**config.mk**
```make
export PLATFORM = sky130hd
export DESIGN_NAME = threshold_bin_histogram_minmax_core
export DESIGN_NICKNAME = d
export VERILOG_FILES = /design/src/sv/thbh_pkg.sv /design/src/sv/threshold_bin_histogram_minmax_core.sv /design/src/sv/thbh_fifo.sv /design/src/sv/thbh_front.sv /design/src/sv/thbh_back.sv
export SDC_FILE = /design/constraint.sdc
export NUM_CORES = 1
export LEC_CHECK = 0
export BUFFER_PORTS_ARGS = -buffer_cell sky130_fd_sc_hd__buf_2
export CORE_MARGIN = 4
export CORE_UTILIZATION = 45
export DETAILED_ROUTE_END_ITERATION = 8
export PLACE_DENSITY = 0.68
export SLEW_MARGIN = 20
export SYNTH_ARGS = -nofsm -noshare
export SYNTH_HDL_FRONTEND = slang
export SYNTH_SLANG_ARGS = --single-unit
```
**constraint.sdc**
```tcl
create_clock -name clk_i -period 7.05 [get_ports clk_i]
set_input_delay 0 -clock clk_i [delete_from_list [all_inputs] [get_ports clk_i]]
set_output_delay 0 -clock clk_i [all_outputs]
set_load 0.1 [all_outputs]
```
**src/sv/thbh_pkg.sv**
```systemverilog
// Shared types, constants and register indexes of the threshold-bin histogram.
package thbh_pkg;

  // Field widths
  localparam int SampleW  = 14;
  localparam int ThrW     = 14;
  localparam int CountW   = 16;
  localparam int BinIdxW  = 3;
  localparam int CfgIdxW  = 3;
  localparam int CfgDataW = 16;
  // Wide enough for a bound of up to 65536
  localparam int BoundW   = 17;

  // Default geometry
  localparam int DefBinCount    = 6;
  localparam int DefSampleScale = 10000;

  // Queue depths
  localparam int BinQueueDepth = 4;
  localparam int ResQueueDepth = 8;

  // Configuration registers
  localparam int NumThr = 5;
  localparam logic [CfgIdxW-1:0] CfgIdxSamples = 3'd5;

  localparam logic [ThrW-1:0] ThrReset [NumThr] = '{
    14'd3500, 14'd6700, 14'd8000, 14'd9000, 14'd9550
  };
  localparam logic [CountW-1:0] SamplesReset = 16'd2500;
  localparam logic [CountW-1:0] CountMax     = 16'hFFFF;

  typedef logic [NumThr-1:0][ThrW-1:0] thr_set_t;

  // One result of a closed round
  typedef struct packed {
    logic [BinIdxW-1:0] bin_index;
    logic [CountW-1:0]  round_count;
    logic [CountW-1:0]  lowest_count;
    logic [CountW-1:0]  highest_count;
    logic               last;
  } result_t;

  // Back-end sequencer states
  typedef enum logic [1:0] {
    ST_RUN   = 2'b01,
    ST_DRAIN = 2'b10
  } back_state_e;

endpackage

```
**src/sv/threshold_bin_histogram_minmax_core.sv**
```systemverilog
// Top level of the threshold-bin histogram with per-bin running min and max.
//
// Samples enter through a queue-style port: a transfer happens on a clock edge
// with push high and full low. Each sample is classified into a bin by the
// five threshold registers and counted. Once samples_per_round samples are in,
// the round closes and BIN_COUNT results come out, bin one first, the final
// one flagged by last_o. A result is shown while empty is low and leaves on an
// edge with pop high. Configuration writes take effect on the edge where
// cfg_we_i is high; write only while the block is idle.
// Throughput: one sample per cycle while a round runs. Closing a round holds
// the back end in its result drain (one result per cycle from the min/max
// sequencer while the result queue is not full); a four-entry bin queue
// absorbs samples meanwhile, after which full rises until the drain ends.
// The first result of a round becomes visible once the closing sample has left
// the bin queue and the drain sequencer has written that result to the result queue.
// A stalled receiver fills the eight-entry result queue and then halts the
// drain sequencer; samples back up into the bin queue. Nothing is dropped.
// Reset clears all counters and maximums, sets minimums to 65535 and loads
// the default thresholds and round length; no clearing pass is needed.
module threshold_bin_histogram_minmax_core
  import thbh_pkg::*;
#(
  parameter int BIN_COUNT    = DefBinCount,
  parameter int SAMPLE_SCALE = DefSampleScale
) (
  input  logic                clk_i,
  input  logic                rst_ni,
  input  logic                push,
  output logic                full,
  input  logic [SampleW-1:0]  sample_i,
  output logic                empty,
  input  logic                pop,
  output logic [BinIdxW-1:0]  bin_index_o,
  output logic [CountW-1:0]   round_count_o,
  output logic [CountW-1:0]   lowest_count_o,
  output logic [CountW-1:0]   highest_count_o,
  output logic                last_o,
  input  logic                cfg_we_i,
  input  logic [CfgIdxW-1:0]  cfg_index_i,
  input  logic [CfgDataW-1:0] cfg_data_i
);

  localparam int BinW = $clog2(BIN_COUNT);

  thr_set_t          thr_q;
  logic [CountW-1:0] spr_q;
  logic              q_pop, q_empty, res_push, res_full;
  logic [BinW-1:0]   q_bin;
  result_t           res_in, res_out;

  // Configuration registers
  always_ff @(posedge clk_i or negedge rst_ni) begin
    if (!rst_ni) begin
      for (int i = 0; i < NumThr; i++) begin
        thr_q[i] <= ThrReset[i];
      end
      spr_q <= SamplesReset;
    end else if (cfg_we_i) begin
      for (int i = 0; i < NumThr; i++) begin
        if (cfg_index_i == CfgIdxW'(i)) begin
          thr_q[i] <= cfg_data_i[ThrW-1:0];
        end
      end
      if (cfg_index_i == CfgIdxSamples) begin
        spr_q <= cfg_data_i;
      end
    end
  end

  thbh_front #(
    .BIN_COUNT    (BIN_COUNT),
    .SAMPLE_SCALE (SAMPLE_SCALE),
    .BinW         (BinW)
  ) u_front (
    .clk_i     (clk_i),
    .rst_ni    (rst_ni),
    .push_i    (push),
    .sample_i  (sample_i),
    .full_o    (full),
    .thr_i     (thr_q),
    .q_pop_i   (q_pop),
    .q_bin_o   (q_bin),
    .q_empty_o (q_empty)
  );

  thbh_back #(
    .BIN_COUNT (BIN_COUNT),
    .BinW      (BinW)
  ) u_back (
    .clk_i               (clk_i),
    .rst_ni              (rst_ni),
    .q_empty_i           (q_empty),
    .q_bin_i             (q_bin),
    .q_pop_o             (q_pop),
    .samples_per_round_i (spr_q),
    .res_full_i          (res_full),
    .res_push_o          (res_push),
    .res_o               (res_in)
  );

  // Result queue toward the receiver
  thbh_fifo #(
    .WIDTH ($bits(result_t)),
    .DEPTH (ResQueueDepth)
  ) u_res_queue (
    .clk_i   (clk_i),
    .rst_ni  (rst_ni),
    .push_i  (res_push),
    .data_i  (res_in),
    .full_o  (res_full),
    .pop_i   (pop),
    .data_o  (res_out),
    .empty_o (empty)
  );

  assign bin_index_o     = res_out.bin_index;
  assign round_count_o   = res_out.round_count;
  assign lowest_count_o  = res_out.lowest_count;
  assign highest_count_o = res_out.highest_count;
  assign last_o          = res_out.last;

endmodule

```
**src/sv/thbh_fifo.sv**
```systemverilog
// Small register-based first-in first-out queue.
module thbh_fifo
  import thbh_pkg::*;
#(
  parameter int WIDTH = 8,
  parameter int DEPTH = 4
) (
  input  logic             clk_i,
  input  logic             rst_ni,
  input  logic             push_i,
  input  logic [WIDTH-1:0] data_i,
  output logic             full_o,
  input  logic             pop_i,
  output logic [WIDTH-1:0] data_o,
  output logic             empty_o
);

  localparam int PtrW = (DEPTH > 1) ? $clog2(DEPTH) : 1;
  localparam int CntW = $clog2(DEPTH + 1);

  logic [WIDTH-1:0] mem_q [DEPTH];
  logic [PtrW-1:0]  wr_ptr_q, wr_ptr_d;
  logic [PtrW-1:0]  rd_ptr_q, rd_ptr_d;
  logic [CntW-1:0]  cnt_q, cnt_d;
  logic             do_push, do_pop;

  assign full_o  = (cnt_q == CntW'(DEPTH));
  assign empty_o = (cnt_q == '0);
  assign do_push = push_i && !full_o;
  assign do_pop  = pop_i && !empty_o;
  assign data_o  = mem_q[rd_ptr_q];

  // Pointer and fill bookkeeping
  always_comb begin
    wr_ptr_d = wr_ptr_q;
    rd_ptr_d = rd_ptr_q;
    cnt_d    = cnt_q;
    if (do_push) begin
      wr_ptr_d = (wr_ptr_q == PtrW'(DEPTH - 1)) ? '0 : wr_ptr_q + PtrW'(1);
    end
    if (do_pop) begin
      rd_ptr_d = (rd_ptr_q == PtrW'(DEPTH - 1)) ? '0 : rd_ptr_q + PtrW'(1);
    end
    if (do_push && !do_pop) begin
      cnt_d = cnt_q + CntW'(1);
    end else if (!do_push && do_pop) begin
      cnt_d = cnt_q - CntW'(1);
    end
  end

  always_ff @(posedge clk_i or negedge rst_ni) begin
    if (!rst_ni) begin
      wr_ptr_q <= '0;
      rd_ptr_q <= '0;
      cnt_q    <= '0;
    end else begin
      wr_ptr_q <= wr_ptr_d;
      rd_ptr_q <= rd_ptr_d;
      cnt_q    <= cnt_d;
    end
  end

  // Storage
  always_ff @(posedge clk_i) begin
    if (do_push) begin
      mem_q[wr_ptr_q] <= data_i;
    end
  end

endmodule

```
**src/sv/thbh_front.sv**
```systemverilog
// Front end: classifies each sample into a bin and queues the bin number.
module thbh_front
  import thbh_pkg::*;
#(
  parameter int BIN_COUNT    = DefBinCount,
  parameter int SAMPLE_SCALE = DefSampleScale,
  parameter int BinW         = $clog2(BIN_COUNT)
) (
  input  logic               clk_i,
  input  logic               rst_ni,
  input  logic               push_i,
  input  logic [SampleW-1:0] sample_i,
  output logic               full_o,
  input  thr_set_t           thr_i,
  input  logic               q_pop_i,
  output logic [BinW-1:0]    q_bin_o,
  output logic               q_empty_o
);

  logic [BoundW-1:0] bound [BIN_COUNT-1];
  logic [BIN_COUNT-2:0] below;
  logic [BinW-1:0] bin;

  // Exclusive upper bound of each bin but the last
  for (genvar g = 0; g < BIN_COUNT - 1; g++) begin : g_bound
    if (g < NumThr) begin : g_reg
      assign bound[g] = BoundW'(thr_i[g]);
    end else begin : g_scale
      assign bound[g] = BoundW'(SAMPLE_SCALE);
    end
    assign below[g] = (BoundW'(sample_i) < bound[g]);
  end

  // First bin whose bound exceeds the sample, else the last bin
  always_comb begin
    bin = BinW'(BIN_COUNT - 1);
    for (int b = BIN_COUNT - 2; b >= 0; b--) begin
      if (below[b]) begin
        bin = BinW'(b);
      end
    end
  end

  thbh_fifo #(
    .WIDTH (BinW),
    .DEPTH (BinQueueDepth)
  ) u_bin_queue (
    .clk_i   (clk_i),
    .rst_ni  (rst_ni),
    .push_i  (push_i),
    .data_i  (bin),
    .full_o  (full_o),
    .pop_i   (q_pop_i),
    .data_o  (q_bin_o),
    .empty_o (q_empty_o)
  );

endmodule

```
**src/sv/thbh_back.sv**
```systemverilog
// Back end: bin counters, round closing and per-bin min/max result sequencing.
module thbh_back
  import thbh_pkg::*;
#(
  parameter int BIN_COUNT = DefBinCount,
  parameter int BinW      = $clog2(BIN_COUNT)
) (
  input  logic              clk_i,
  input  logic              rst_ni,
  input  logic              q_empty_i,
  input  logic [BinW-1:0]   q_bin_i,
  output logic              q_pop_o,
  input  logic [CountW-1:0] samples_per_round_i,
  input  logic              res_full_i,
  output logic              res_push_o,
  output result_t           res_o
);

  back_state_e       state_q, state_d;
  logic [BinW-1:0]   idx_q, idx_d;
  logic [CountW-1:0] smp_q, smp_d;
  logic [CountW-1:0] cnt_q [BIN_COUNT];
  logic [CountW-1:0] cnt_d [BIN_COUNT];
  logic [CountW-1:0] min_q [BIN_COUNT];
  logic [CountW-1:0] min_d [BIN_COUNT];
  logic [CountW-1:0] max_q [BIN_COUNT];
  logic [CountW-1:0] max_d [BIN_COUNT];

  logic [CountW-1:0] sel_cnt, new_min, new_max, smp_inc, limit;
  logic [4:0]        idx_ext;

  // Drain read of the bin being reported
  assign sel_cnt = cnt_q[idx_q];
  assign new_min = (sel_cnt < min_q[idx_q]) ? sel_cnt : min_q[idx_q];
  assign new_max = (sel_cnt > max_q[idx_q]) ? sel_cnt : max_q[idx_q];
  assign idx_ext = 5'(idx_q) + 5'd1;

  assign smp_inc = (smp_q == CountMax) ? smp_q : smp_q + 16'd1;
  assign limit   = (samples_per_round_i == '0) ? 16'd1 : samples_per_round_i;

  assign q_pop_o    = (state_q == ST_RUN) && !q_empty_i;
  assign res_push_o = (state_q == ST_DRAIN) && !res_full_i;

  // Result payload
  always_comb begin
    res_o.bin_index     = idx_ext[BinIdxW-1:0];
    res_o.round_count   = sel_cnt;
    res_o.lowest_count  = new_min;
    res_o.highest_count = new_max;
    res_o.last          = (idx_q == BinW'(BIN_COUNT - 1));
  end

  // Counting and round sequencing
  always_comb begin
    state_d = state_q;
    idx_d   = idx_q;
    smp_d   = smp_q;
    cnt_d   = cnt_q;
    min_d   = min_q;
    max_d   = max_q;
    case (state_q)
      ST_RUN: begin
        if (q_pop_o) begin
          // saturating increment of the chosen lane
          for (int b = 0; b < BIN_COUNT; b++) begin
            if (q_bin_i == BinW'(b) && cnt_q[b] != CountMax) begin
              cnt_d[b] = cnt_q[b] + 16'd1;
            end
          end
          if (smp_inc >= limit) begin
            state_d = ST_DRAIN;
            idx_d   = '0;
            smp_d   = '0;
          end else begin
            smp_d = smp_inc;
          end
        end
      end
      ST_DRAIN: begin
        if (res_push_o) begin
          min_d[idx_q] = new_min;
          max_d[idx_q] = new_max;
          cnt_d[idx_q] = '0;
          if (res_o.last) begin
            state_d = ST_RUN;
          end else begin
            idx_d = idx_q + BinW'(1);
          end
        end
      end
      default: begin
        state_d = ST_RUN;
      end
    endcase
  end

  always_ff @(posedge clk_i or negedge rst_ni) begin
    if (!rst_ni) begin
      state_q <= ST_RUN;
      idx_q   <= '0;
      smp_q   <= '0;
      for (int b = 0; b < BIN_COUNT; b++) begin
        cnt_q[b] <= '0;
        min_q[b] <= CountMax;
        max_q[b] <= '0;
      end
    end else begin
      state_q <= state_d;
      idx_q   <= idx_d;
      smp_q   <= smp_d;
      cnt_q   <= cnt_d;
      min_q   <= min_d;
      max_q   <= max_d;
    end
  end

endmodule

```
==> metrics.txt, run 1 <==
# TYPE chip_impl_metric gauge
chip_impl_info{name="timing_worst_setup_path_type",value="reg -> reg"} 1
chip_impl_metric{name="synth-edff-count",unit=""} 428
chip_impl_metric{name="timing.hold.ws",unit="ns"} 0.0623
chip_impl_metric{name="die_x",unit="µm"} 304
chip_impl_metric{name="final_design_area_no_fill",unit="µm²"} 45000
chip_impl_metric{name="setup_total_negative_slack",unit="ns"} 0
chip_impl_metric{name="cts.reportedPaths.clkPinSlew",unit="ns"} 0.06
chip_impl_info{name="cp_slowest_cell",value="mux2i_1"} 1
chip_impl_metric{name="area_used_by_multi_input_combinational_logic",unit="µm²"} 15300
chip_impl_info{name="critical_path.endpoint_type",value="register"} 1
chip_impl_metric{name="std_cell_rows",unit=""} 108
chip_impl_metric{name="yosys-mux-area-fraction",unit="%"} 16.2
chip_impl_metric{name="layout.area.seq",unit="µm²"} 23300
chip_impl_metric{name="worstPathRequired",unit="ns"} 7.62
chip_impl_metric{name="p_leak",unit="nW"} 17.4
chip_impl_metric{name="post_drt_wl_per_cell",unit="µm"} 22.4
chip_impl_metric{name="synth_simple_gate_area_share",unit="%"} 7.25
chip_impl_metric{name="fin_worst_skew",unit="ns"} 0.0654
chip_impl_info{name="synth.area.top_cells",value="edfxtp_1 (32%), dfrtp_1 (18%), dfstp_2 (8.8%), mux2_2 (7.8%), mux4_2 (6.1%)"} 1
chip_impl_metric{name="viasPerCell",unit=""} 5.88
chip_impl_metric{name="die_h",unit="µm"} 304
chip_impl_metric{name="vdd_ir_drop_max",unit="V"} 0.000387
chip_impl_metric{name="postSynthNetCount",unit=""} 3135
chip_impl_metric{name="min_period",unit="ns"} 5.68
chip_impl_metric{name="pwr-share-seq",unit="%"} 35.2
chip_impl_metric{name="number_of_cts_inserted_buffers",unit=""} 89
chip_impl_metric{name="drv_slew",unit=""} 0
chip_impl_metric{name="floorplan.die_area",unit="µm²"} 92700
chip_impl_metric{name="yosys_warning_count",unit=""} 0
chip_impl_metric{name="share_of_the_clock_period_used_by_the_worst_path_after_layout",unit="%"} 80.5
chip_impl_metric{name="async_flop_share",unit="%"} 49.0
chip_impl_metric{name="n_fill_cell",unit=""} 7270
chip_impl_metric{name="postLayoutSetupSlackWorst",unit="ns"} 1.37
chip_impl_info{name="cts_tree",value="built"} 1
chip_impl_metric{name="routed_wl",unit="mm"} 97.4
chip_impl_metric{name="synth.lib_cells_used.distinct",unit=""} 79
chip_impl_metric{name="stage_delay_of_the_slowest_cell_on_the_critical_path",unit="ns"} 0.94
chip_impl_metric{name="power_switching_share",unit="%"} 39.8
chip_impl_metric{name="maxCapViolations",unit=""} 0
chip_impl_metric{name="power.density",unit="nW/µm²"} 387
chip_impl_metric{name="critical_path_arrival",unit="ns"} 6.25
chip_impl_metric{name="gp_congestion",unit=""} 0.939
chip_impl_metric{name="cts_resized",unit=""} 0
chip_impl_metric{name="complex_gate_fraction_of_the_synthesized_area",unit="%"} 10.2
chip_impl_metric{name="detailroute.via_count",unit=""} 25500
chip_impl_metric{name="share_clk_of_total_power",unit="%"} 26.9
chip_impl_metric{name="cts_sinks",unit=""} 840
chip_impl_metric{name="grt_pass1_vias",unit=""} 25300
chip_impl_metric{name="achievable-frequency",unit="GHz"} 0.176
chip_impl_metric{name="port_buffers",unit=""} 91
chip_impl_metric{name="remaining_drc_errors",unit=""} 0
chip_impl_metric{name="synth_cells",unit=""} 2959
chip_impl_metric{name="power.net_switching",unit="W"} 0.00693
chip_impl_info{name="worstPathCellList",value="buf_4, and3b_1, a222oi_1, inv_1, ha_1, nand3_1, nor2_1, o211ai_1, a21oi_2, mux2i_1, mux2_2"} 1
chip_impl_metric{name="syn_avg_cell_area",unit="µm²"} 13.4
chip_impl_metric{name="initial_core_util",unit="%"} 45.4
chip_impl_metric{name="drtAntennaViolNets",unit=""} 0
chip_impl_metric{name="timing.max_slew.rel_slack",unit="%"} 11.9
chip_impl_metric{name="clk_latency_worst_skew_pair",unit="ns"} 0.67
chip_impl_info{name="synthFlopType",value="edfxtp_1"} 1
chip_impl_metric{name="detailed_place.area",unit="µm²"} 41600
chip_impl_metric{name="io_pins",unit=""} 92
chip_impl_metric{name="drt_pre_antenna_iters",unit=""} 7
chip_impl_metric{name="max_slew.worst_pin.slew",unit="ns"} 1.31
chip_impl_metric{name="pre_cts_slack",unit="ns"} 1.32
chip_impl_metric{name="dp.final_hpwl",unit="mm"} 61.8
chip_impl_metric{name="combPwrFrac",unit="%"} 37.9
chip_impl_metric{name="grt_max_degree",unit=""} 121
chip_impl_metric{name="final-hold-violation-count",unit=""} 0
chip_impl_metric{name="area.growth.synth_to_final",unit="%"} 13.7
chip_impl_metric{name="report.final.setup_viol",unit=""} 0
chip_impl_metric{name="post_cts_buffers",unit=""} 0
chip_impl_metric{name="ys_seq_elements",unit=""} 840
chip_impl_metric{name="design.core.area",unit="µm²"} 87000
chip_impl_metric{name="dr.first_iter.drc_count",unit=""} 2361
chip_impl_info{name="rsz_0062_raised_after_global_routing",value="false"} 1
chip_impl_metric{name="final_net_count",unit=""} 3284
chip_impl_metric{name="yosys.area_share.adder",unit="%"} 4.40
chip_impl_metric{name="grt_use_total",unit="%"} 20.8
chip_impl_metric{name="globalRouteOverflowTotal",unit=""} 0
chip_impl_info{name="run_status",value="complete, no violations"} 1
chip_impl_metric{name="synth_xor_area_share",unit="%"} 0.354
chip_impl_metric{name="sequential_to_total_area_share_from_yosys_stat",unit="%"} 59.0
chip_impl_metric{name="grt_pass1_wl",unit="mm"} 152
chip_impl_info{name="post_synth_most_frequent_cells",value="edfxtp_1 (428), dfrtp_1 (279), mux2_2 (275)"} 1
chip_impl_metric{name="h_tree_levels",unit=""} 3
chip_impl_metric{name="cellInternalPower",unit="W"} 0.0105
chip_impl_info{name="cts-root-buf",value="clkbuf_16"} 1
chip_impl_info{name="most_frequently_used_cell_type_in_the_post_synthesis_netlist",value="edfxtp_1"} 1
chip_impl_metric{name="cts_buffer_depth",unit=""} 3
chip_impl_metric{name="syn-cell-area",unit="µm²"} 39600
chip_impl_metric{name="critPathMaxFanout",unit=""} 38
chip_impl_info{name="largest_family_of_logic_cells_by_synthesized_area",value="multiplexers"} 1
chip_impl_metric{name="antenna_found_initial",unit=""} 2
chip_impl_info{name="post-synth-top-area-cell",value="edfxtp_1"} 1
chip_impl_info{name="worstSetupStartpointType",value="register"} 1
chip_impl_info{name="hold_class",value="in -> reg"} 1
chip_impl_metric{name="final_layout_size_suffix_gt1_share",unit="%"} 26.8
chip_impl_metric{name="share_of_the_synthesized_area_in_the_top_cell_type",unit="%"} 32.5
[cells by family (layout without fill, tap and decap cells)]
kind of cell | count (synthesis) | in the layout
other | 0 | 1
AND/OR/NAND/NOR | 599 | 599
flip-flops | 840 | 840
adder cells (fa/ha/maj) | 138 | 138
AO/OA/AOI/OAI | 632 | 632
multiplexers | 471 | 471
XOR/XNOR | 16 | 16
buffers and inverters | 263 | 489
[sequential cells by signal, indices dropped and copies added (netlist names), 4 cells and up]
| signal | cells |
|---|---|
| u_front.u_bin_queue.mem_q | 12 |
| thr_q | 70 |
| u_back.max_q | 96 |
| spr_q | 16 |
| u_res_queue.mem_q | 416 |
| u_back.smp_q | 16 |
| u_back.min_q | 96 |
| u_back.cnt_q | 96 |
| u_res_queue.cnt_q | 4 |
[per-stage QoR]
stage | utilization, % | std cells | total power, W
finish | 51.7 | 4341 | 0.0174
global route | 51.7 | 4341 | 0.0182
CTS | 51.6 | 4340 | 0.0175
detailed placement | 47.8 | 4138 | 0.0128
global placement | 47.8 | 4138 | 0.0127
floorplan | - | 2959 | 0.0112
[routing by layer]
layer  wire [µm]  global-route usage, %  share of wire (%)
met1       42500                   29.4                 44
met5           0                      0                  0
met2       46000                   33.5                 47
met4        2970                   6.57                3.0
met3        5840                   2.98                6.0
[layout by cell type (no fill, tap or decap), types with 13 or more instances in the layout]
cell / count
a211oi_1: 17
nand3_1: 80
mux2_2: 275
ha_1: 135
dfrtp_1: 273
a21oi_1: 101
a22o_1: 28
inv_1: 127
nor3_1: 30
clkinv_1: 13
mux2i_1: 84
o31ai_1: 42
a21o_1: 37
clkbuf_16: 89
and3_1: 22
nor2_1: 115
o21ai_0: 230
nand2b_1: 25
a22oi_1: 26
o21ai_1: 15
dfstp_2: 133
edfxtp_1: 428
mux4_2: 108
dlygate4sd3_1: 33
nand4_1: 28
buf_2: 90
nor4_1: 14
clkbuf_1: 26
a31oi_1: 34
buf_4: 65
and2_1: 23
nand2_1: 199
[repair_timing]
| item | 4_1_cts | 5_1_grt |
|---|---|---|
| hold buffers | 34 | 0 |
| endpoints found under the setup margin | 0 | 0 |
| endpoints found under the hold margin | 191 | 0 |
[power by group through the flow]
stage	clock, W	sequential [W]	combinational [W]
6_report	0.00469	0.00613	0.00660
5_1_grt	0.00501	0.00618	0.00705
4_1_cts	0.00478	0.00613	0.00661
3_5_place_dp	0	0.00622	0.00656
3_3_place_gp	0	0.00621	0.00650
2_1_floorplan	0	0.00599	0.00518
[critical path, delay by kind of cell (launching register included)]
kind	cells	cell delay, ns
fa+ha+maj	1	0.42
compound gates	3	1.59
mux	2	1.24
buf+inv	2	0.89
simple gates	3	0.63
flops	1	0.81
[cell type report]
type	instances	share of cell area, %
antenna	1	0.00556
clock buffer	124	5.43
clock inverter	44	1.21
inverter	128	1.07
multi-input combinational	1856	34.1
sequential	840	51.9
tap	1155	3.21
timing repair buffer	193	3.03
[final timing paths]
kind	startpoint	end	slack, ns	cells past startpoint
worst min-delay path	cfg_we_i	thr_q[19]	0.06	7
min in group asynchronous	rst_ni	spr_q[10]	0.48	3
worst max-delay path	u_back.idx_q[1]	u_back.max_q[6]	1.37	11
worst max register to register	u_back.idx_q[1]	u_back.max_q[6]	1.37	11
worst min register to register	u_back.min_q[94]	u_back.min_q[94]	0.48	2
max in group asynchronous	rst_ni	u_back.idx_q[1]	5.06	4
(Power assumes the default switching activity.)
==> run 2, diff against run 1 <==
--- a/config.mk
+++ b/config.mk
@@ -5,11 +5,12 @@
 export SDC_FILE = /design/constraint.sdc
 export NUM_CORES = 1
 export LEC_CHECK = 0
+export ABC_AREA = 1
 export BUFFER_PORTS_ARGS = -buffer_cell sky130_fd_sc_hd__buf_2
 export CORE_MARGIN = 4
 export CORE_UTILIZATION = 45
 export DETAILED_ROUTE_END_ITERATION = 8
-export PLACE_DENSITY = 0.68
+export PLACE_DENSITY = 0.66
 export SLEW_MARGIN = 20
 export SYNTH_ARGS = -nofsm -noshare
 export SYNTH_HDL_FRONTEND = slang
==> constraint.sdc (replaced) <==
create_clock -name clk_i -period 5.5 [get_ports clk_i]
set_input_delay 0 -clock clk_i [delete_from_list [all_inputs] [get_ports clk_i]]
set_output_delay 0 -clock clk_i [all_outputs]
set_load 0.1 [all_outputs]
==> metrics.txt, run 2 <==
# TYPE chip_impl_metric gauge
chip_impl_info{name="cts_tree",value="built"} 1
chip_impl_metric{name="largest_register_ffs",unit=""} 416
chip_impl_metric{name="report.final.setup_viol",unit=""} 0
chip_impl_metric{name="synth_cells",unit=""} 4193
chip_impl_info{name="rsz_0062_raised_after_global_routing",value="false"} 1
chip_impl_metric{name="vdd_ir_drop_max",unit="V"} 0.000932
chip_impl_metric{name="syn-cell-area",unit="µm²"} 39800
chip_impl_metric{name="io_pins",unit=""} 92
chip_impl_metric{name="viasPerCell",unit=""} 5.57
chip_impl_metric{name="p_leak",unit="nW"} 18.5
chip_impl_metric{name="dr.first_iter.drc_count",unit=""} 3118
chip_impl_metric{name="critPathMaxFanout",unit=""} 24
chip_impl_metric{name="stage_delay_of_the_slowest_cell_on_the_critical_path",unit="ns"} 0.64
chip_impl_info{name="reg2reg_from",value="u_back.idx_q[0]"} 1
chip_impl_metric{name="drt_pre_antenna_iters",unit=""} 6
chip_impl_info{name="holdPathEnd",value="u_front.u_bin_queue.mem_q[3][1]"} 1
chip_impl_metric{name="timing.max_slew.rel_slack",unit="%"} 22.3
chip_impl_metric{name="global_route.usage.met1",unit="%"} 31.7
chip_impl_info{name="post_synth_most_frequent_cells",value="nand2_1 (718), nor2_1 (513), o21ai_0 (462)"} 1
chip_impl_metric{name="synth.lib_cells_used.distinct",unit=""} 60
chip_impl_info{name="synthFlopType",value="edfxtp_1"} 1
chip_impl_metric{name="std_cell_rows",unit=""} 108
chip_impl_metric{name="cts_buffer_depth",unit=""} 3
chip_impl_metric{name="drv_slew",unit=""} 0
chip_impl_metric{name="grt_pass1_wl",unit="mm"} 171
chip_impl_metric{name="hold_path_depth",unit=""} 5
chip_impl_metric{name="detailroute.via_count",unit=""} 30700
chip_impl_info{name="worst_r2r_endpoint",value="u_res_queue.mem_q[7][21]"} 1
chip_impl_metric{name="postSynthNetCount",unit=""} 4369
chip_impl_info{name="synth.area.top_cells",value="edfxtp_1 (32%), dfrtp_1 (18%), dfstp_2 (8.8%), nand2_1 (6.8%), o21ai_0 (5.8%)"} 1
chip_impl_metric{name="globalRouteOverflowTotal",unit=""} 0
chip_impl_info{name="top_library_cells_by_usage_in_the_layout_fill_and_taps_aside",value="nand2_1 (718), nor2_1 (500), o21ai_0 (462)"} 1
chip_impl_metric{name="design.core.area",unit="µm²"} 87300
chip_impl_info{name="run_status",value="complete, no violations"} 1
chip_impl_info{name="cts-root-buf",value="clkbuf_16"} 1
chip_impl_metric{name="clk_latency_worst_skew_pair",unit="ns"} 0.67
chip_impl_metric{name="cts.reportedPaths.clkPinSlew",unit="ns"} 0.06
chip_impl_metric{name="reg2reg_slack",unit="ns"} 0.48
chip_impl_info{name="largest-register",value="u_res_queue.mem_q"} 1
chip_impl_metric{name="post_drt_wl_per_cell",unit="µm"} 19.6
chip_impl_metric{name="port_buffers",unit=""} 91
chip_impl_metric{name="maxCapViolations",unit=""} 0
chip_impl_metric{name="max_slew.worst_pin.slew",unit="ns"} 1.16
chip_impl_metric{name="grt_pass1_vias",unit=""} 29600
chip_impl_metric{name="number_of_cts_inserted_buffers",unit=""} 90
chip_impl_metric{name="setup_total_negative_slack",unit="ns"} 0
chip_impl_metric{name="fin_worst_skew",unit="ns"} 0.0483
chip_impl_metric{name="area_used_by_multi_input_combinational_logic",unit="µm²"} 14400
chip_impl_metric{name="syn_avg_cell_area",unit="µm²"} 9.50
chip_impl_info{name="timing_worst_setup_path_type",value="reg -> reg"} 1
chip_impl_metric{name="async_flop_share",unit="%"} 49.0
chip_impl_metric{name="remaining_drc_errors",unit=""} 0
chip_impl_info{name="critical-path-top-delay-family",value="simple AND/OR/NAND/NOR gates"} 1
chip_impl_metric{name="routed_wl",unit="mm"} 108
chip_impl_metric{name="use_met3",unit="%"} 3.39
chip_impl_metric{name="final_net_count",unit=""} 4461
chip_impl_metric{name="cts_resized",unit=""} 0
chip_impl_metric{name="global_route.usage.met2",unit="%"} 37.4
chip_impl_metric{name="dp.final_hpwl",unit="mm"} 68.6
chip_impl_metric{name="gp_congestion",unit=""} 0.936
chip_impl_metric{name="final-hold-violation-count",unit=""} 0
chip_impl_info{name="hold_class",value="in -> reg"} 1
chip_impl_metric{name="cp.buffers_inverters",unit=""} 4
chip_impl_info{name="most_frequently_used_cell_type_in_the_post_synthesis_netlist",value="nand2_1"} 1
chip_impl_info{name="grt-busiest-layer",value="met2"} 1
chip_impl_metric{name="floorplan.die_area",unit="µm²"} 93400
chip_impl_metric{name="synth-edff-count",unit=""} 428
chip_impl_metric{name="sequential_to_total_area_share_from_yosys_stat",unit="%"} 58.6
chip_impl_metric{name="power.density",unit="nW/µm²"} 632
chip_impl_info{name="layout_commonest_cell",value="nand2_1"} 1
chip_impl_info{name="post-synth-top-area-cell",value="edfxtp_1"} 1
chip_impl_metric{name="final_layout_size_suffix_gt1_share",unit="%"} 11.4
chip_impl_metric{name="layout.area.seq",unit="µm²"} 23300
chip_impl_info{name="cp_slowest_cell",value="dfrtp_1"} 1
chip_impl_metric{name="antenna_found_initial",unit=""} 2
chip_impl_metric{name="die_x",unit="µm"} 306
chip_impl_metric{name="area.growth.synth_to_final",unit="%"} 13.5
chip_impl_metric{name="worstPathRequired",unit="ns"} 5.91
chip_impl_metric{name="yosys_warning_count",unit=""} 0
chip_impl_metric{name="h_tree_levels",unit=""} 3
chip_impl_metric{name="critical_path_arrival",unit="ns"} 5.43
chip_impl_metric{name="min_period",unit="ns"} 5.02
chip_impl_metric{name="timing.hold.ws",unit="ns"} 0.145
chip_impl_metric{name="grt_max_degree",unit=""} 150
chip_impl_metric{name="share_of_the_synthesized_area_in_the_top_cell_type",unit="%"} 32.3
chip_impl_info{name="hp-start",value="sample_i[13]"} 1
chip_impl_metric{name="n_fill_cell",unit=""} 7773
chip_impl_metric{name="initial_core_util",unit="%"} 45.6
chip_impl_metric{name="share_of_the_clock_period_used_by_the_worst_path_after_layout",unit="%"} 91.3
chip_impl_metric{name="n_antenna_cell",unit=""} 0
chip_impl_metric{name="postLayoutCoreUtil",unit="%"} 51.8
chip_impl_metric{name="drtAntennaViolNets",unit=""} 0
chip_impl_metric{name="worst_reg2reg_path_length_in_cells",unit=""} 15
chip_impl_metric{name="ys_seq_elements",unit=""} 840
chip_impl_metric{name="achievable-frequency",unit="GHz"} 0.199
chip_impl_info{name="critical_path.endpoint_type",value="register"} 1
chip_impl_info{name="worstSetupStartpointType",value="register"} 1
chip_impl_metric{name="cts_sinks",unit=""} 840
chip_impl_info{name="worstPathCellList",value="inv_2, nand2_2, buf_4, o22ai_1, nor4_1, buf_4, inv_1, ha_1, nand2_1, nor2_1, a211oi_1, o221a_2, nand2_2, nand2_1, and2_1"} 1
chip_impl_metric{name="die_h",unit="µm"} 306
chip_impl_metric{name="grt_use_total",unit="%"} 22.9
run 2: cell count changes after synthesis, sizes merged, moves of 29 or more:
cell | before | now
o22ai | 4 | 99
nand2 | 200 | 734
mux2i | 87 | 2
mux2 | 276 | 0
o21ai | 245 | 467
mux4 | 108 | 0
a21o | 37 | 2
a31oi | 34 | 63
nor2 | 120 | 520
nor3 | 35 | 65
inv | 127 | 402
nand3 | 81 | 313
clkbuf | 84 | 144
run 2: logic make-up (layout without fill, tap and decap cells):
family                     after synthesis  in the layout  share of synthesized area [%]
AOI/OAI and AO/OA                      880            880                           12.6
xor gates and xnor gates                20             20                          0.440
adders and majority gates              138            138                           4.37
buffers and inverters                  586            755                           5.66
DFF                                    840            840                           58.6
muxes                                    2              2                         0.0503
and+or+nand+nor                       1727           1727                           18.3
run 2: area by class of cell:
type                            instances  area share (%)
Inverter                              406            3.39
Multi-Input combinational cell       2767            31.8
Clock inverter                         45            1.33
Tap cell                             1155            3.20
Sequential cell                       840            51.6
Timing Repair Buffer                  180            2.83
Clock buffer                          124            5.88
run 2: power by group:
part,switching [W],internal (W),leakage (nW)
Clock,0.00257,0.00393,1.59
Combinational,0.0106,0.00242,7.81
Sequential,0.000367,0.00874,9.06
run 2: metal layers:
metal / up-vias / wire length, µm
met5: - / 0
met2: 1106 / 50700
li1: 14600 / -
met1: 14700 / 46300
met4: 0 / 3610
met3: 229 / 7510
run 2: repair_timing:
item,CTS,global route
hold endpoints to repair,193,0
setup endpoints to repair,0,0
hold buffers,21,0
setup buffers,0,0
run 2: tightest hold or removal path, stage by stage:
cell     delay (ns)
buf_2          0.15
ha_1           0.16
a21oi_1        0.04
nand3_1        0.13
a21oi_1        0.14
run 2: how the worst max path moves through the flow:
stage | slack, ns | depth (start not counted) | from | to
2_1_floorplan | 1.10 | 14 | u_res_queue.cnt_q[0] | u_res_queue.cnt_q[3]
3_3_place_gp | 0.74 | 15 | u_back.idx_q[0] | u_res_queue.mem_q[3][21]
3_5_place_dp | 0.67 | 15 | u_back.idx_q[0] | u_res_queue.mem_q[3][21]
4_1_cts | 0.68 | 15 | u_back.idx_q[0] | u_res_queue.mem_q[0][21]
5_1_grt | 0.30 | 15 | u_back.idx_q[0] | u_res_queue.mem_q[0][21]
6_report | 0.48 | 15 | u_back.idx_q[0] | u_res_queue.mem_q[7][21]
run 2: per-stage QoR:
stage               worst slack, ns  instances  cell area, µm²  power [W]
floorplan                      1.10       4193           39800     0.0183
detailed placement            0.666       5327           41800     0.0221
finish                        0.479       5517           45200     0.0286
CTS                           0.683       5517           45200     0.0286
global route                  0.298       5517           45200     0.0302
global placement              0.735       5327           41800     0.0219
